## src/hw/rtl/ffbc_ram.sv

```systemverilog
// Generic single-port-write, single-port-read RAM with registered read data.
module ffbc_ram #(
    parameter int WIDTH = 8,
    parameter int DEPTH = 16
) (
    input  logic                     aclk,
    input  logic                     we,
    input  logic [$clog2(DEPTH)-1:0] waddr,
    input  logic [WIDTH-1:0]         wdata,
    input  logic [$clog2(DEPTH)-1:0] raddr,
    output logic [WIDTH-1:0]         rdata
);

    logic [WIDTH-1:0] mem [DEPTH];

    always_ff @(posedge aclk) begin
        if (we) begin
            mem[waddr] <= wdata;
        end
        rdata <= mem[raddr];
    end

endmodule

```

## config.mk

```make
export PLATFORM = sky130hd
export DESIGN_NAME = ffbc_ram
export DESIGN_NICKNAME = d
export VERILOG_FILES = /design/src/hw/rtl/ffbc_ram.sv
export SDC_FILE = /design/constraint.sdc
export NUM_CORES = 1
export LEC_CHECK = 0
export ABC_AREA = 1
export BUFFER_PORTS_ARGS = -buffer_cell sky130_fd_sc_hd__buf_4
export CAP_MARGIN = 0
export CORE_MARGIN = 2
export CORE_UTILIZATION = 45
export CTS_BUF_LIST = sky130_fd_sc_hd__clkbuf_8
export DETAILED_ROUTE_END_ITERATION = 6
export GPL_ROUTABILITY_DRIVEN = 0
export PLACE_DENSITY = 0.61
export SLEW_MARGIN = 20
export SYNTH_ARGS = -nofsm -noshare
export SYNTH_HDL_FRONTEND = slang
export SYNTH_SLANG_ARGS = --single-unit
```

## constraint.sdc

```tcl
create_clock -name aclk -period 2.85 [get_ports aclk]
set_input_delay 0.285 -clock aclk [delete_from_list [all_inputs] [get_ports aclk]]
set_output_delay 0.285 -clock aclk [all_outputs]
set_load 0.01 [all_outputs]
```

==> key figures <==
Synth
  – Dominant combinational cell family by area after synthesis: simple AND/OR/NAND/NOR gates
  – Top area cells in the synthesized netlist: sky130_fd_sc_hd__edfxtp_1, sky130_fd_sc_hd__nand2_1, sky130_fd_sc_hd__nand3_1
  – Distinct cells, synth: 12
  – Number of enable flip-flop cells after synthesis: 128
  – Most used standard cell by instance count after synthesis: sky130_fd_sc_hd__nand2_1
  – Proportion of synthesized area in mux cells: 0
  – Fraction of synthesized cell area taken by the top area cell type: 0.6665
  – Primary FF master, synth: sky130_fd_sc_hd__edfxtp_1
  – Parity-gate share of the synthesized area counting xor and xnor cells: 0
  – Largest area contributor in the netlist: sky130_fd_sc_hd__edfxtp_1
  – Area of the mapped netlist: 5767 um^2
  – Compound-gate portion of the synthesized area: 0
  – Simple-gate portion of the synthesized area: 0.2105
  – Yosys warnings: 0
  – Adder-cell share of the synthesized area: 0
  – Count of state elements after synthesis: 136
  – Synth cell count leaders: sky130_fd_sc_hd__nand2_1, sky130_fd_sc_hd__edfxtp_1, sky130_fd_sc_hd__inv_1, sky130_fd_sc_hd__nand3_1, sky130_fd_sc_hd__nor2_1
  – Syn_nets: 569
  – Gate count of the mapped netlist: 551
  – Post-synthesis average cell area: 10.47 um^2
  – Share of synthesized area occupied by flip-flops and latches: 0.6943
  – Share of synthesized flip-flops with an asynchronous set or reset: 0

Timing
  – Worst-margin pin slew: 899.9 ps
  – Worst slew margin relative to its limit: 0.3978
  – Hold Violations, Final: 0
  – Unrepaired setup endpoints after global routing: no
  – Slew Limit Fails: 0
  – Final critical-path required period: ~1400 ps
  – Max Freq: 731.7 MHz
  – Maximum clock skew at final layout: between 10 and 15 ps
  – Number of failing setup endpoints in the final timing report: 0
  – Sum of negative setup slack: 0 ps
  – Fraction of the cycle the final worst path needs: 0.4795

Cells and area
  – Area of the multi-input gates: between 1000 and 1500 um^2
  – Final Net Count: 591
  – Area Growth Syn to Fin: 12.30%
  – Share of layout cells above drive strength 1: 0.09898
  – Final core occ: 0.5153
  – Fill cell total of the finished layout: 1131
  – Number of antenna diodes: 0
  – Register area: between 4000 and 5000 um^2

Min path
  – Type of the tightest min-delay check: in -> reg
  – WHS Endpoint: rdata[1]
  – Worst hold path depth: 3
  – Hold path startpoint: raddr[3]

Floorplanning
  – Width of the chip: 117.2 um
  – Effective utilization at floorplan: 0.4588
  – Die boundary height: between 100 and 150 um
  – Top-level port count: 26
  – Row count: 41
  – Area inside the core boundary: 12570 um^2
  – Die area: about 14000 um^2

CTS
  – Buffers inserted by post-CTS timing repair: 0
  – Cts bufs inserted: 17
  – CTS Hold Buffers Added: 0
  – Buffer cell driving the clock tree root: sky130_fd_sc_hd__clkbuf_8
  – Post-cts repair resize count: 0
  – TritonCTS clock tree: done
  – Clock input transition at the sequential cells of the worst setup and hold paths: 80 ps
  – Clock sink count: 136
  – Clock buffer depth: 2
  – Latest clock arrival within the worst-skew pair: 430 ps
  – Count of H-tree levels built during CTS: 4

Place
  – I/O Buffers: 25
  – Detailed Place HPWL: ~7200 um

GRT
  – Largest net degree at the start of global routing: 65
  – Aggregate global routing overflow: 0
  – Overall fraction of global-route tracks in use: 0.1953
  – Wire length of the first global-routing pass: 19250 um
  – Number of antenna violations at the first check in global routing: 0
  – Vias in the first global route: 3578

Drt
  – Iteration-0 DRC Markers: a little under 300
  – Remaining number of nets flagged by the antenna check after routing: 0
  – Drt wl/cell: 16.14 um
  – Total number of vias: 3697
  – Via density per instance: 4.877
  – Post-detailed-routing wire length: 12230 um
  – 1st-pass router iterations: 5
  – Remaining routing DRC violations: 0

Power and ir drop
  – Worst IR Drop VDD: 0.2581 mV
  – Total power: 4.269 mW
  – Pwr/cell area: 659.1 nW/um^2
  – Leak Pwr: ~2.8 nW

Critical path
  – Most common cell on crit path: sky130_fd_sc_hd__nand3_1
  – Worst Path Class, Setup: in -> reg
  – CP Buf/Inv Count: 3
  – Largest incremental delay on the critical path: 430 ps
  – Arr. time, crit path: 1680 ps
  – CP endpoint kind: flop
  – Internal reg-to-reg setup slack: 1750 ps
  – Kind of cell adding the most delay to the critical path: buffers and inverters
  – Worst flop-to-flop path endpoint: rdata[7]
  – Cells along the critical path: buf_4, inv_2, buf_12, nand2_1, nand3_1, nand3_1, nand3_1, nand2_1
  – Worst reg2reg path startpoint: mem[1][7]
  – Max stage delay cell, worst path: sky130_fd_sc_hd__inv_2
  – Critical Path Start Type: primary input
  – Required time of the critical path: about 3200 ps
  – Cell count of the worst reg-to-reg path: 6
  – Largest fanout on the critical path: 33

Status
  – Outcome: finished, final reports clean

Run
  – Max capacitance violation total: 0
registers in the layout, summed over array words and instances, names as in the netlist:
name	cells
mem	128
rdata	8
layer usage:
| metal | part of all wire | track usage |
|---|---|---|
| met1 | 0.46 | 0.2691 |
| met2 | 0.47 | 0.3138 |
| met3 | 0.059 | 0.03708 |
| met4 | 0.014 | 0.06667 |
| met5 | 0 | 0 |
tightest hold or removal path, stage by stage:
cell	delay (ps)
sky130_fd_sc_hd__buf_4	160
sky130_fd_sc_hd__nand3_1	90
sky130_fd_sc_hd__nand2_1	40
cell families (layout without fill, tap and decap cells):
kind of cell  Yosys count  in the layout
flops                 136            136
buf+inv               126            161
simple gates          289            289
cell type report:
cell class | instances | share of cell area
Sequential cell | 136 | 0.6182
Multi-Input combinational cell | 289 | 0.1874
Inverter | 102 | 0.05912
Clock buffer | 17 | 0.03613
Timing Repair Buffer | 27 | 0.03323
Tap cell | 172 | 0.03323
Clock inverter | 15 | 0.03265
metrics by stage:
step / cells / instance area [um^2] / setup slack, ps / hold slack (ps)
floorplan: 551 / 5767 / 1614 / 383.9
global placement: 726 / 6031 / 1079 / 620.4
detailed placement: 726 / 6031 / 1035 / 620.4
CTS: 758 / 6476 / 1493 / 167.1
global route: 758 / 6476 / 1445 / 178.1
finish: 758 / 6476 / 1483 / 190.6
report_power, final:
| group | switching (mW) | total, mW | internal (mW) |
|---|---|---|---|
| logic | 0.192 | 0.278 | 0.0861 |
| clock network | 0.715 | 1.75 | 1.03 |
| registers | 0.0118 | 2.25 | 2.23 |
worst max path at each step:
stage | start | to | slack, ps | cells past startpoint
floorplan | waddr[2] | mem[10][0] | 1610 | 2
global placement | raddr[0] | rdata[7] | 1080 | 8
detailed placement | raddr[0] | rdata[7] | 1040 | 8
CTS | raddr[0] | rdata[7] | 1490 | 8
global route | raddr[0] | rdata[7] | 1450 | 8
finish | raddr[0] | rdata[7] | 1480 | 8
layout by cell type, fill, tap and decap left out:
cell type                    count
sky130_fd_sc_hd__clkinv_2        2
sky130_fd_sc_hd__dfxtp_1         8
sky130_fd_sc_hd__nand3b_1        2
sky130_fd_sc_hd__inv_1         103
sky130_fd_sc_hd__inv_2           2
sky130_fd_sc_hd__buf_12          1
sky130_fd_sc_hd__nand2_1       173
sky130_fd_sc_hd__nor2_1         17
sky130_fd_sc_hd__clkbuf_8       17
sky130_fd_sc_hd__clkinv_4        2
sky130_fd_sc_hd__bufinv_16       5
sky130_fd_sc_hd__buf_4          26
sky130_fd_sc_hd__clkinvlp_4      3
sky130_fd_sc_hd__edfxtp_1      128
sky130_fd_sc_hd__nand3_1        97
Note: power is estimated with default switching activity, not from simulation.
