==> src/hw/rtl/ffbc_pkg.sv <==
// Package with types, constants and helpers of the flat-field background corrector.
package ffbc_pkg;

    localparam int PIXEL_BITS = 16;
    localparam int MAX_PIXELS = 65536;
    localparam int COUNT_BITS = 16;
    localparam int ADDR_BITS  = $clog2(MAX_PIXELS);
    localparam int NPIX_BITS  = ADDR_BITS + 1;
    localparam int SUM_BITS   = 32;
    localparam int TOTAL_BITS = SUM_BITS + ADDR_BITS;
    localparam int ENTRY_BITS = SUM_BITS + COUNT_BITS;

    localparam logic [PIXEL_BITS-1:0] PIX_MAX = {PIXEL_BITS{1'b1}};
    localparam logic [COUNT_BITS-1:0] CNT_MAX = {COUNT_BITS{1'b1}};
    localparam logic [SUM_BITS-1:0]   SUM_MAX = {SUM_BITS{1'b1}};

    localparam logic [15:0] LOW_THRESHOLD_RESET  = 16'd20000;
    localparam logic [15:0] HIGH_THRESHOLD_RESET = 16'd65535;
    localparam logic [16:0] PIXEL_COUNT_RESET    = 17'd65536;

    // Commands.
    localparam logic [2:0] CMD_CLEAR      = 3'd0;
    localparam logic [2:0] CMD_ACCUMULATE = 3'd1;
    localparam logic [2:0] CMD_FINISH     = 3'd2;
    localparam logic [2:0] CMD_READ       = 3'd3;
    localparam logic [2:0] CMD_CORRECT    = 3'd4;

    // Result kinds.
    localparam logic [1:0] KIND_MEAN       = 2'd0;
    localparam logic [1:0] KIND_BACKGROUND = 2'd1;
    localparam logic [1:0] KIND_CORRECTED  = 2'd2;

    // Configuration register indexes.
    localparam logic [1:0] REG_LOW_THRESHOLD  = 2'd0;
    localparam logic [1:0] REG_HIGH_THRESHOLD = 2'd1;
    localparam logic [1:0] REG_PIXEL_COUNT    = 2'd2;

    typedef struct packed {
        logic [2:0]  command;
        logic [15:0] pixel_index;
        logic [15:0] pixel_value;
    } in_item_t;

    typedef struct packed {
        logic [1:0]  result_kind;
        logic [15:0] result_index;
        logic [15:0] result_value;
    } out_item_t;

    function automatic logic [15:0] clamp_pix(input logic [TOTAL_BITS-1:0] v);
        logic [15:0] r;
        if (v > TOTAL_BITS'(PIX_MAX)) begin
            r = 16'(PIX_MAX);
        end else begin
            r = v[15:0];
        end
        return r;
    endfunction

endpackage

==> src/hw/rtl/ffbc_div.sv <==
// Restoring divider that produces one quotient bit per cycle.
module ffbc_div
    import ffbc_pkg::*;
(
    input  logic                  aclk,
    input  logic                  aresetn,
    input  logic                  start,
    input  logic [TOTAL_BITS-1:0] dividend,
    input  logic [SUM_BITS-1:0]   divisor,
    output logic                  done,
    output logic [TOTAL_BITS-1:0] quotient
);

    localparam int STEP_BITS = $clog2(TOTAL_BITS);

    logic                  busy_reg;
    logic [STEP_BITS-1:0]  step_reg;
    logic [TOTAL_BITS-1:0] quo_reg;
    logic [SUM_BITS-1:0]   rem_reg;
    logic [SUM_BITS-1:0]   dvs_reg;
    logic [SUM_BITS:0]     shifted;
    logic                  fits;

    assign shifted  = {rem_reg, quo_reg[TOTAL_BITS-1]};
    assign fits     = shifted >= {1'b0, dvs_reg};
    assign quotient = quo_reg;

    always_ff @(posedge aclk) begin
        if (!aresetn) begin
            busy_reg <= 1'b0;
            done     <= 1'b0;
        end else begin
            done <= 1'b0;
            if (start) begin
                busy_reg <= 1'b1;
                step_reg <= STEP_BITS'(TOTAL_BITS - 1);
                quo_reg  <= dividend;
                rem_reg  <= '0;
                dvs_reg  <= divisor;
            end else if (busy_reg) begin
                rem_reg <= fits ? SUM_BITS'(shifted - {1'b0, dvs_reg})
                                : shifted[SUM_BITS-1:0];
                quo_reg <= {quo_reg[TOTAL_BITS-2:0], fits};
                if (step_reg == '0) begin
                    busy_reg <= 1'b0;
                    done     <= 1'b1;
                end else begin
                    step_reg <= step_reg - 1'b1;
                end
            end
        end
    end

endmodule

==> config.mk <==
export PLATFORM = sky130hd
export DESIGN_NAME = ffbc_div
export DESIGN_NICKNAME = d
export VERILOG_FILES = /design/src/hw/rtl/ffbc_pkg.sv /design/src/hw/rtl/ffbc_div.sv
export SDC_FILE = /design/constraint.sdc
export NUM_CORES = 1
export LEC_CHECK = 0
export ABC_AREA = 1
export BUFFER_PORTS_ARGS = -buffer_cell sky130_fd_sc_hd__buf_2
export CAP_MARGIN = 20
export CORE_ASPECT_RATIO = 1.25
export CORE_MARGIN = 2
export CORE_UTILIZATION = 45
export DETAILED_ROUTE_END_ITERATION = 8
export PLACE_DENSITY_LB_ADDON = 0.15
export SYNTH_ARGS = -nofsm -noshare
export SYNTH_HDL_FRONTEND = slang
export SYNTH_SLANG_ARGS = --single-unit
==> constraint.sdc <==
create_clock -name aclk -period 5.6 [get_ports aclk]
set_input_delay 0.84 -clock aclk [delete_from_list [all_inputs] [get_ports aclk]]
set_output_delay 0.84 -clock aclk [all_outputs]
set_load 0.05 [all_outputs]
==> results of run 1 <==
==> metrics by stage <==
step	hold WS [ns]	total power, mW
6_report	0.522	3.28
5_1_grt	0.537	3.46
4_1_cts	0.526	3.28
3_5_place_dp	0.525	2.10
3_3_place_gp	0.518	2.09
2_1_floorplan	0.430	1.87
==> synth_stat cells, drive strengths merged <==
library cell,count
a21boi,1
a21oi,15
and2,6
and3,1
buf,12
clkbuf,9
dfxtp,2
edfxtp,118
fa,1
ha,34
inv,192
nand2,458
nand3,36
nand3b,16
nand4,11
nor2,110
nor3,6
o21a,3
o21ai,4
o21bai,1
or2,3
xnor2,1
xor2,14
==> final timing paths <==
path / endpoint / slack (ns) / from
min reg2reg: done$_SDFF_PP0_ / 0.52 / busy_reg$_SDFF_PN0_
min: done$_SDFF_PP0_ / 0.52 / busy_reg$_SDFF_PN0_
max reg2reg: rem_reg[24]$_SDFFCE_PP0P_ / 2.78 / rem_reg[18]$_SDFFCE_PP0P_
max: rem_reg[24]$_SDFFCE_PP0P_ / 2.78 / rem_reg[18]$_SDFFCE_PP0P_
==> power groups by stage <==
stage / clock network [mW] / registers (mW) / logic (mW)
4_1_cts: 1.19 / 1.15 / 0.938
2_1_floorplan: 0 / 1.26 / 0.609
3_3_place_gp: 0 / 1.17 / 0.923
3_5_place_dp: 0 / 1.17 / 0.933
6_report: 1.18 / 1.15 / 0.948
5_1_grt: 1.23 / 1.16 / 1.07
==> area by class of cell <==
class	count	area, sq um	area share
clock buffers	17	425	0.0456
clock inverters	15	191	0.0205
inverters	192	721	0.0773
multi-input cells	721	3420	0.366
flip-flops and latches	120	3580	0.384
well taps	220	275	0.0295
repair buffers	136	713	0.0765
==> routing by layer <==
metal / wire (microns) / share of wire / vias up
met5: 0 / 0 / -
met4: 370 / 0.018 / 0
met3: 1250 / 0.062 / 30
met2: 10000 / 0.49 / 195
met1: 8750 / 0.43 / 3026
li1: - / - / 3508
==> kinds of logic (layout without fill, tap and decap cells) <==
logic type               after synthesis  after routing  share of synthesized area
adder cells (fa/ha/maj)               35             35                     0.0569
buffers and inverters                213            360                      0.107
flip-flops                           120            120                      0.458
AO/OA/AOI/OAI                         24             24                     0.0184
AND/OR/NAND/NOR                      647            647                      0.343
XOR/XNOR                              15             15                     0.0168
==> worst max-delay path, cell delays in order, from the launching register on <==
cell and delay [ns]:
edfxtp_1 0.40, ha_1 0.42, nand2_2 0.16, inv_2 0.05, nand2_1 0.06, nand2_1 0.06
nand2_1 0.06, nand2_1 0.07, nand2_2 0.08, nand3_2 0.08, nor2_4 0.55, nand2_4 0.31
nor2_1 0.20, nor2_2 0.06
==> impl_metrics.toml, run 1 <==
[layout]
n_antenna_cell = 0
final_common_cell = "nand2_1"
largest_reg_flops = 48
fin_util = 0.552
nets = 1306
instances_no_fill = 1421
final_cell_mix = "448 x nand2_1, 186 x inv_1, 131 x buf_2"
area_delta_synth_final_pct = 19.1
stdcell_area_sq_mm = 0.00933
fillerInstances = 1645
drive_above_1_share = 0.170

[placed_design]
place_ws_ns = 2.51
place_hpwl_mm = 15.1
port_buffers = 131
placed_cells = 1388
placed_area_sq_mm = 0.00868
finalWeightedCongestion = 0.958

[detailed_routing]
drt_iter0_markers = 334
vias_per_cell = 4.76
vias = 6759
ant_nets = 0
firstDrtPassIters = 5
drcViolationCount = 0
wl_per_cell_microns = 14.3
wl_mm = 20.4

[synthesis]
ys_seq_area_frac = 0.458
syn_inst = 1054
synth-seq-cells = 120
yosysWarningCount = 0
avgSynthCellArea_sq_um = 7.43
syn_nets = 1172
synth_area_sq_mm = 0.00783
synth_top_cell_area_share = 0.453
synth_area_leaders = "edfxtp_1 45%, nand2_1 22%, inv_1 8.9%"
synth.largest_area_cell = "edfxtp_1"
synth.distinct_cells = 36

[clock_network]
cts_resized = 0
cts-hold-fix-buffers = 0
cts-buffers-inserted = 17
clk_latency_ns = 0.43
cts_buffer_depth = 2
post-cts-setup-buffers = 0
cts_sinks = 120
cts_tree = "yes"
cts_htree_levels = 4
clkSlewWorstSetupHoldPaths_ns = 0.06
clock-root-buffer = "clkbuf_16"

[floorplanning]
fp.dieW_microns = 122
die_area_sq_mm = 0.0185
start_util = 0.463
ios = 132
coreArea_sq_mm = 0.0169
fp-row-count = 53
fp.dieH_microns = 151

[timing]
finalHoldViolations = 0
setup_slack_ns = 2.78
slew_headroom = 0.534
fin_crit_ns = 2.82
fin_setup_tns_ns = 0
fmax_mhz = 355
fin_crit_sh = 0.503
rsz0062_at_grt = "false"
tightestPinTransition_ns = 0.697
skew_ns = 0.00836
setup_viol = 0
slew_violations = 0

[global_route]
use_met1 = 0.284
antenna_found_initial = 0
grt_max_degree = 56
grt_pass1_vias = 6736
track_usage = 0.232
overflow = 0
grtUsageMet2 = 0.401
top_usage_layer = "met2"
grt_use_met3 = 0.0535
grt_first_pass_wirelength_mm = 32.9

[worst_setup_path]
start_kind = "flip-flop"
cp.arrival_ns = 3.00
end_kind = "flip-flop"
required_ns = 5.78
cp_max_fo = 25
critPathKind = "flip-flop to flip-flop"
reg2reg_depth = 13

[worst_hold_path]
hp-class = "flip-flop to flip-flop"
min_path_cells = 2

[power_and_ir_drop]
internal-power_mw = 2.12
combPwrFrac = 0.289
power_density_mw_per_mm2 = 351
power_leakage_nw = 4.95
ir_drop_mv = 0.216
p_clk_frac = 0.360
swShare = 0.354
p_sw_mw = 1.16
seqPwrFrac = 0.351

[status]
status = "finished clean"

[job]
maxCapViolations = 0
No activity file was read; power rests on OpenSTA's default activity.
==> inputs of run 2 (changes only) <==
ABC_AREA = 0   (was 1)
clock period = 2.5 ns   (was 5.6 ns; I/O delays follow)
==> impl_metrics.toml, run 2 <==
[clock_network]
clk_latency_ns = 0.42
cts_htree_levels = 4
cts_buffer_depth = 2
cts_sinks = 120
clkSlewWorstSetupHoldPaths_ns = 0.06
cts-buffers-inserted = 17
clock-root-buffer = "clkbuf_16"
cts_tree = "yes"

[worst_setup_path]
crit_chain = "ha_2 > o21ai_1 > nand2b_1 > a31oi_4 > o22ai_4 > a31oi_4 > o21ai_4 > a31o_4 > buf_12 > mux2i_1 > nor2_1"
required_ns = 2.66
reg2reg_from = "rem_reg[6]$_SDFFCE_PP0P_"
critPathLaunch = "rem_reg[6]$_SDFFCE_PP0P_"
critPathKind = "flip-flop to flip-flop"
start_kind = "flip-flop"
cp.arrival_ns = 2.86
cp_max_fo = 9
rrSetupSlack_ns = -0.20
setup.worst_path.end = "rem_reg[17]$_SDFFCE_PP0P_"
r2r-end = "rem_reg[17]$_SDFFCE_PP0P_"
reg2reg_depth = 11
cpMostUsedCell = "a31oi_4"
slowest_delay_ns = 0.42
cp_slowest_cell = "edfxtp_1"
end_kind = "flip-flop"

[floorplanning]
ios = 132
coreArea_sq_mm = 0.0145
start_util = 0.463
fp-row-count = 49
fp.dieW_microns = 113
fp.dieH_microns = 141
die_area_sq_mm = 0.0160

[detailed_routing]
drt_iter0_markers = 254
wl_per_cell_microns = 15.6
firstDrtPassIters = 4
vias = 5104
ant_nets = 0
wl_mm = 15.2
drcViolationCount = 0
vias_per_cell = 5.22

[synthesis]
yosysWarningCount = 0
synth_top_cell_area_share = 0.527
ys_seq_area_frac = 0.533
synth_area_sq_mm = 0.00673
synth_enable_flop_cells = 118
yosysMostFrequentCell = "edfxtp_1"
synth_area_leaders = "edfxtp_1 53%, mux2_2 8.0%, ha_1 6.3%"
avgSynthCellArea_sq_um = 11.9
synth_common_cells = "118 x edfxtp_1, 48 x mux2_2, 44 x inv_1, 42 x nor2_1, 34 x ha_1"
synth.largest_area_cell = "edfxtp_1"
synth.distinct_cells = 61
synthFlopType = "edfxtp_1"
async_reset_ff_frac = 0
synth-seq-cells = 120
syn_inst = 565
syn_nets = 683

[timing]
rsz0062_at_grt = "true"
tightestPinTransition_ns = 0.504
skew_ns = 0.0121
fmax_mhz = 371
setup_viol = 33
slew_violations = 0
setup_slack_ns = -0.196
fin_crit_sh = 1.08
finalHoldViolations = 0
fin_crit_ns = 2.70
whs_ns = 0.126
slew_headroom = 0.663

[layout]
final_cell_mix = "130 x buf_2, 118 x edfxtp_1, 84 x buf_4"
largest_reg_flops = 48
final_common_cell = "buf_2"
drive_above_1_share = 0.440
nets = 905
area_delta_synth_final_pct = 36.3
n_antenna_cell = 0
instances_no_fill = 978

[power_and_ir_drop]
power_density_mw_per_mm2 = 763
power_leakage_nw = 3.96
ir_drop_mv = 0.448

[placed_design]
place_hpwl_mm = 11.0
finalWeightedCongestion = 0.834
port_buffers = 131
placed_cells = 934

[status]
status = "complete, but fails checks"
violations = "negative setup slack"

[job]
maxCapViolations = 0

[global_route]
grt_first_pass_wirelength_mm = 24.8
overflow = 0
grt_pass1_vias = 5333
antenna_found_initial = 1
grt_max_degree = 56
track_usage = 0.198

[worst_hold_path]
hp-class = "input port to flip-flop"
==> run 2: cells by family (layout without fill, tap and decap cells) <==
| logic type | count (synthesis) | in the layout | synth area share |
|---|---|---|---|
| mux | 72 | 72 | 0.116 |
| buf+inv | 66 | 301 | 0.0398 |
| xor+xnor | 27 | 27 | 0.0352 |
| fa+ha+maj | 35 | 35 | 0.0662 |
| simple gates | 131 | 131 | 0.0919 |
| flops | 120 | 120 | 0.533 |
| compound gates | 114 | 114 | 0.118 |
==> run 2: per-stage QoR <==
stage | setup slack (ns) | util | power (mW) | area [sq um] | TNS [ns]
2_1_floorplan | -0.282 | - | 3.74 | 6800 | -8.03
3_3_place_gp | -0.188 | 0.567 | 4.30 | 8240 | -4.79
3_5_place_dp | -0.276 | 0.567 | 4.34 | 8240 | -7.46
4_1_cts | -0.222 | 0.625 | 7.00 | 9080 | -5.51
5_1_grt | -0.330 | 0.631 | 7.32 | 9170 | -9.12
6_report | -0.196 | 0.631 | 7.00 | 9170 | -5.13
==> run 2: how the worst min path moves through the flow <==
stage                                  to           startpoint  cells past startpoint
detailed placement        done$_SDFF_PP0_  busy_reg$_SDFF_PN0_                      2
global placement          done$_SDFF_PP0_  busy_reg$_SDFF_PN0_                      2
CTS                 dvs_reg[20]$_DFFE_PP_          divisor[20]                      1
finish              dvs_reg[20]$_DFFE_PP_          divisor[20]                      1
global route        dvs_reg[25]$_DFFE_PP_          divisor[25]                      1
floorplan                 done$_SDFF_PP0_  busy_reg$_SDFF_PN0_                      2
==> run 2: cell type report <==
cell class | instances | area [sq um]
Fill cell | 1148 | 5360
Sequential cell | 120 | 3580
Multi-Input combinational cell | 379 | 3130
Timing Repair Buffer | 224 | 1470
Clock buffer | 19 | 433
Tap cell | 178 | 223
Clock inverter | 13 | 170
Inverter | 45 | 169
==> run 2: timing repair <==
action	in CTS	in global routing
cloned	1	1
hold buffers	0	0
resized for setup	28	10
pin swaps	28	14
endpoints found under the setup margin	33	33
buffers inserted	7	3
==> run 2: power breakdown <==
| part | leakage (nW) | switching, mW | internal (mW) |
|---|---|---|---|
| clock | 0.285 | 0.933 | 1.58 |
| sequential | 1.14 | 0.0776 | 2.42 |
| combinational | 2.54 | 1.05 | 0.942 |
==> run 2: critical path, delay by kind of cell, from the launching register on <==
| family | cells | cell delay [ns] |
|---|---|---|
| AOI/OAI and AO/OA | 6 | 1.04 |
| muxes | 1 | 0.20 |
| and+or+nand+nor | 2 | 0.25 |
| buffers and inverters | 1 | 0.17 |
| adders and majority gates | 1 | 0.35 |
| DFF | 1 | 0.42 |
==> run 2: routing by layer <==
| layer | up-vias | global-route usage | wire [microns] |
|---|---|---|---|
| li1 | 2547 | - | - |
| met1 | 2409 | 0.225 | 6370 |
| met2 | 129 | 0.339 | 7760 |
| met3 | 19 | 0.0606 | 846 |
| met4 | 0 | 0.0931 | 253 |
| met5 | - | 0 | 0 |
==> inputs of run 3 (changes only) <==
PLACE_DENSITY = 0.76   (was unset)
PLACE_DENSITY_LB_ADDON = unset   (was 0.15)
==> impl_metrics.toml, run 3 (synthesis gave the netlist of run 2 again) <==
[timing]
fmax_mhz = 360
tightestPinTransition_ns = 0.556
slew_headroom = 0.628
skew_ns = 0.0119
fin_crit_ns = 2.78
rsz0062_at_grt = "true"
setup_viol = 33
whs_ns = 0.127
finalHoldViolations = 0
fin_crit_sh = 1.11
slew_violations = 0
setup_slack_ns = -0.279

[clock_network]
cts_htree_levels = 4
clock-root-buffer = "clkbuf_16"
clkSlewWorstSetupHoldPaths_ns = 0.06
cts-buffers-inserted = 17
cts_sinks = 120
clk_latency_ns = 0.42
cts_tree = "yes"
cts_buffer_depth = 2
cts-hold-fix-buffers = 0

[global_route]
grt_pass1_vias = 5563
grt_max_degree = 41
antenna_found_initial = 0
grt_first_pass_wirelength_mm = 26.5
overflow = 0
track_usage = 0.211

[worst_setup_path]
crit_chain = "ha_4 > nor2b_4 > o211ai_1 > a31o_2 > o22ai_4 > a31oi_4 > o21ai_2 > a31o_4 > buf_6 > buf_16 > mux2i_1 > nor2_1"
end_kind = "flip-flop"
required_ns = 2.66
start_kind = "flip-flop"
slowest_delay_ns = 0.44
cp_max_fo = 5
cp_slowest_cell = "edfxtp_1"
critPathKind = "flip-flop to flip-flop"
cp.arrival_ns = 2.94

[placed_design]
placed_cells = 936
place_hpwl_mm = 11.4
finalWeightedCongestion = 0.886
port_buffers = 131

[floorplanning]
fp.dieH_microns = 141
ios = 132
start_util = 0.463
coreArea_sq_mm = 0.0145
fp.dieW_microns = 113
die_area_sq_mm = 0.0160
fp-row-count = 49

[layout]
area_delta_synth_final_pct = 37.8
largest_reg_flops = 48
final_cell_mix = "131 x buf_2, 118 x edfxtp_1, 101 x buf_4"
instances_no_fill = 997
final_common_cell = "buf_2"
n_antenna_cell = 0
nets = 925
drive_above_1_share = 0.459

[detailed_routing]
ant_nets = 0
vias = 5370
wl_per_cell_microns = 16.3
vias_per_cell = 5.39
wl_mm = 16.3
firstDrtPassIters = 5
drt_iter0_markers = 424
drcViolationCount = 0

[worst_hold_path]
hp-class = "input port to flip-flop"

[power_and_ir_drop]
finalPower_mw = 6.98
power_leakage_nw = 4.03
ir_drop_mv = 0.421
power_density_mw_per_mm2 = 753

[status]
status = "complete, but fails checks"
violations = "negative setup slack"

[job]
maxCapViolations = 0
==> run 3: report_power, final <==
part / internal (mW) / total (mW) / switching [mW] / leakage, nW
sequential: 2.42 / 2.51 / 0.0829 / 1.14
combinational: 0.993 / 2.09 / 1.10 / 2.62
clock: 1.47 / 2.38 / 0.914 / 0.269
total: 4.89 / 6.98 / 2.10 / 4.03
==> run 3: through the flow <==
| stage | utilization | setup slack [ns] | cell area (sq um) | TNS, ns |
|---|---|---|---|---|
| 5_1_grt | 0.638 | -0.356 | 9270 | -9.93 |
| 3_5_place_dp | 0.566 | -0.285 | 8230 | -7.48 |
| 2_1_floorplan | - | -0.282 | 6800 | -8.03 |
| 6_report | 0.638 | -0.279 | 9270 | -6.76 |
| 4_1_cts | 0.634 | -0.221 | 9220 | -6.30 |
| 3_3_place_gp | 0.566 | -0.204 | 8230 | -5.13 |
==> run 3: worst paths after layout <==
path,start,to,slack [ns],cells past startpoint
worst max-delay path,rem_reg[0]$_SDFFCE_PP0P_,rem_reg[7]$_SDFFCE_PP0P_,-0.28,12
worst min-delay path,divisor[25],dvs_reg[25]$_DFFE_PP_,0.13,1
worst max register to register,rem_reg[0]$_SDFFCE_PP0P_,rem_reg[7]$_SDFFCE_PP0P_,-0.28,12
worst min register to register,busy_reg$_SDFF_PN0_,done$_SDFF_PP0_,0.45,2
==> run 3: cell type report <==
type                    instances  area, sq um
fillers                      1079         5260
clock inverters                13          148
well taps                     178          223
multi-input cells             379         3130
inverters                      45          169
clock buffers                  18          429
flip-flops and latches        120         3580
repair buffers                244         1590
==> run 3: layer usage <==
layer,vias to the layer above,wire (microns),global-route usage
met5,-,0,0
met2,195,8500,0.376
li1,2582,-,-
met4,0,331,0.0828
met3,29,986,0.0615
met1,2564,6460,0.237
==> run 3: timing repair <==
action                                  in CTS  in global routing
resized for setup                           29                 25
endpoints found under the setup margin      33                 33
cloned                                       3                  0
pin swaps                                   23                 33
setup buffers                               27                  6
==> run 3: worst max-delay path: cells and delay by family (launching register included) <==
kind / cells / cell delay [ns]
adders and majority gates: 1 / 0.30
muxes: 1 / 0.19
and+or+nand+nor: 2 / 0.19
AOI/OAI and AO/OA: 6 / 1.12
buffers and inverters: 2 / 0.28
DFF: 1 / 0.44
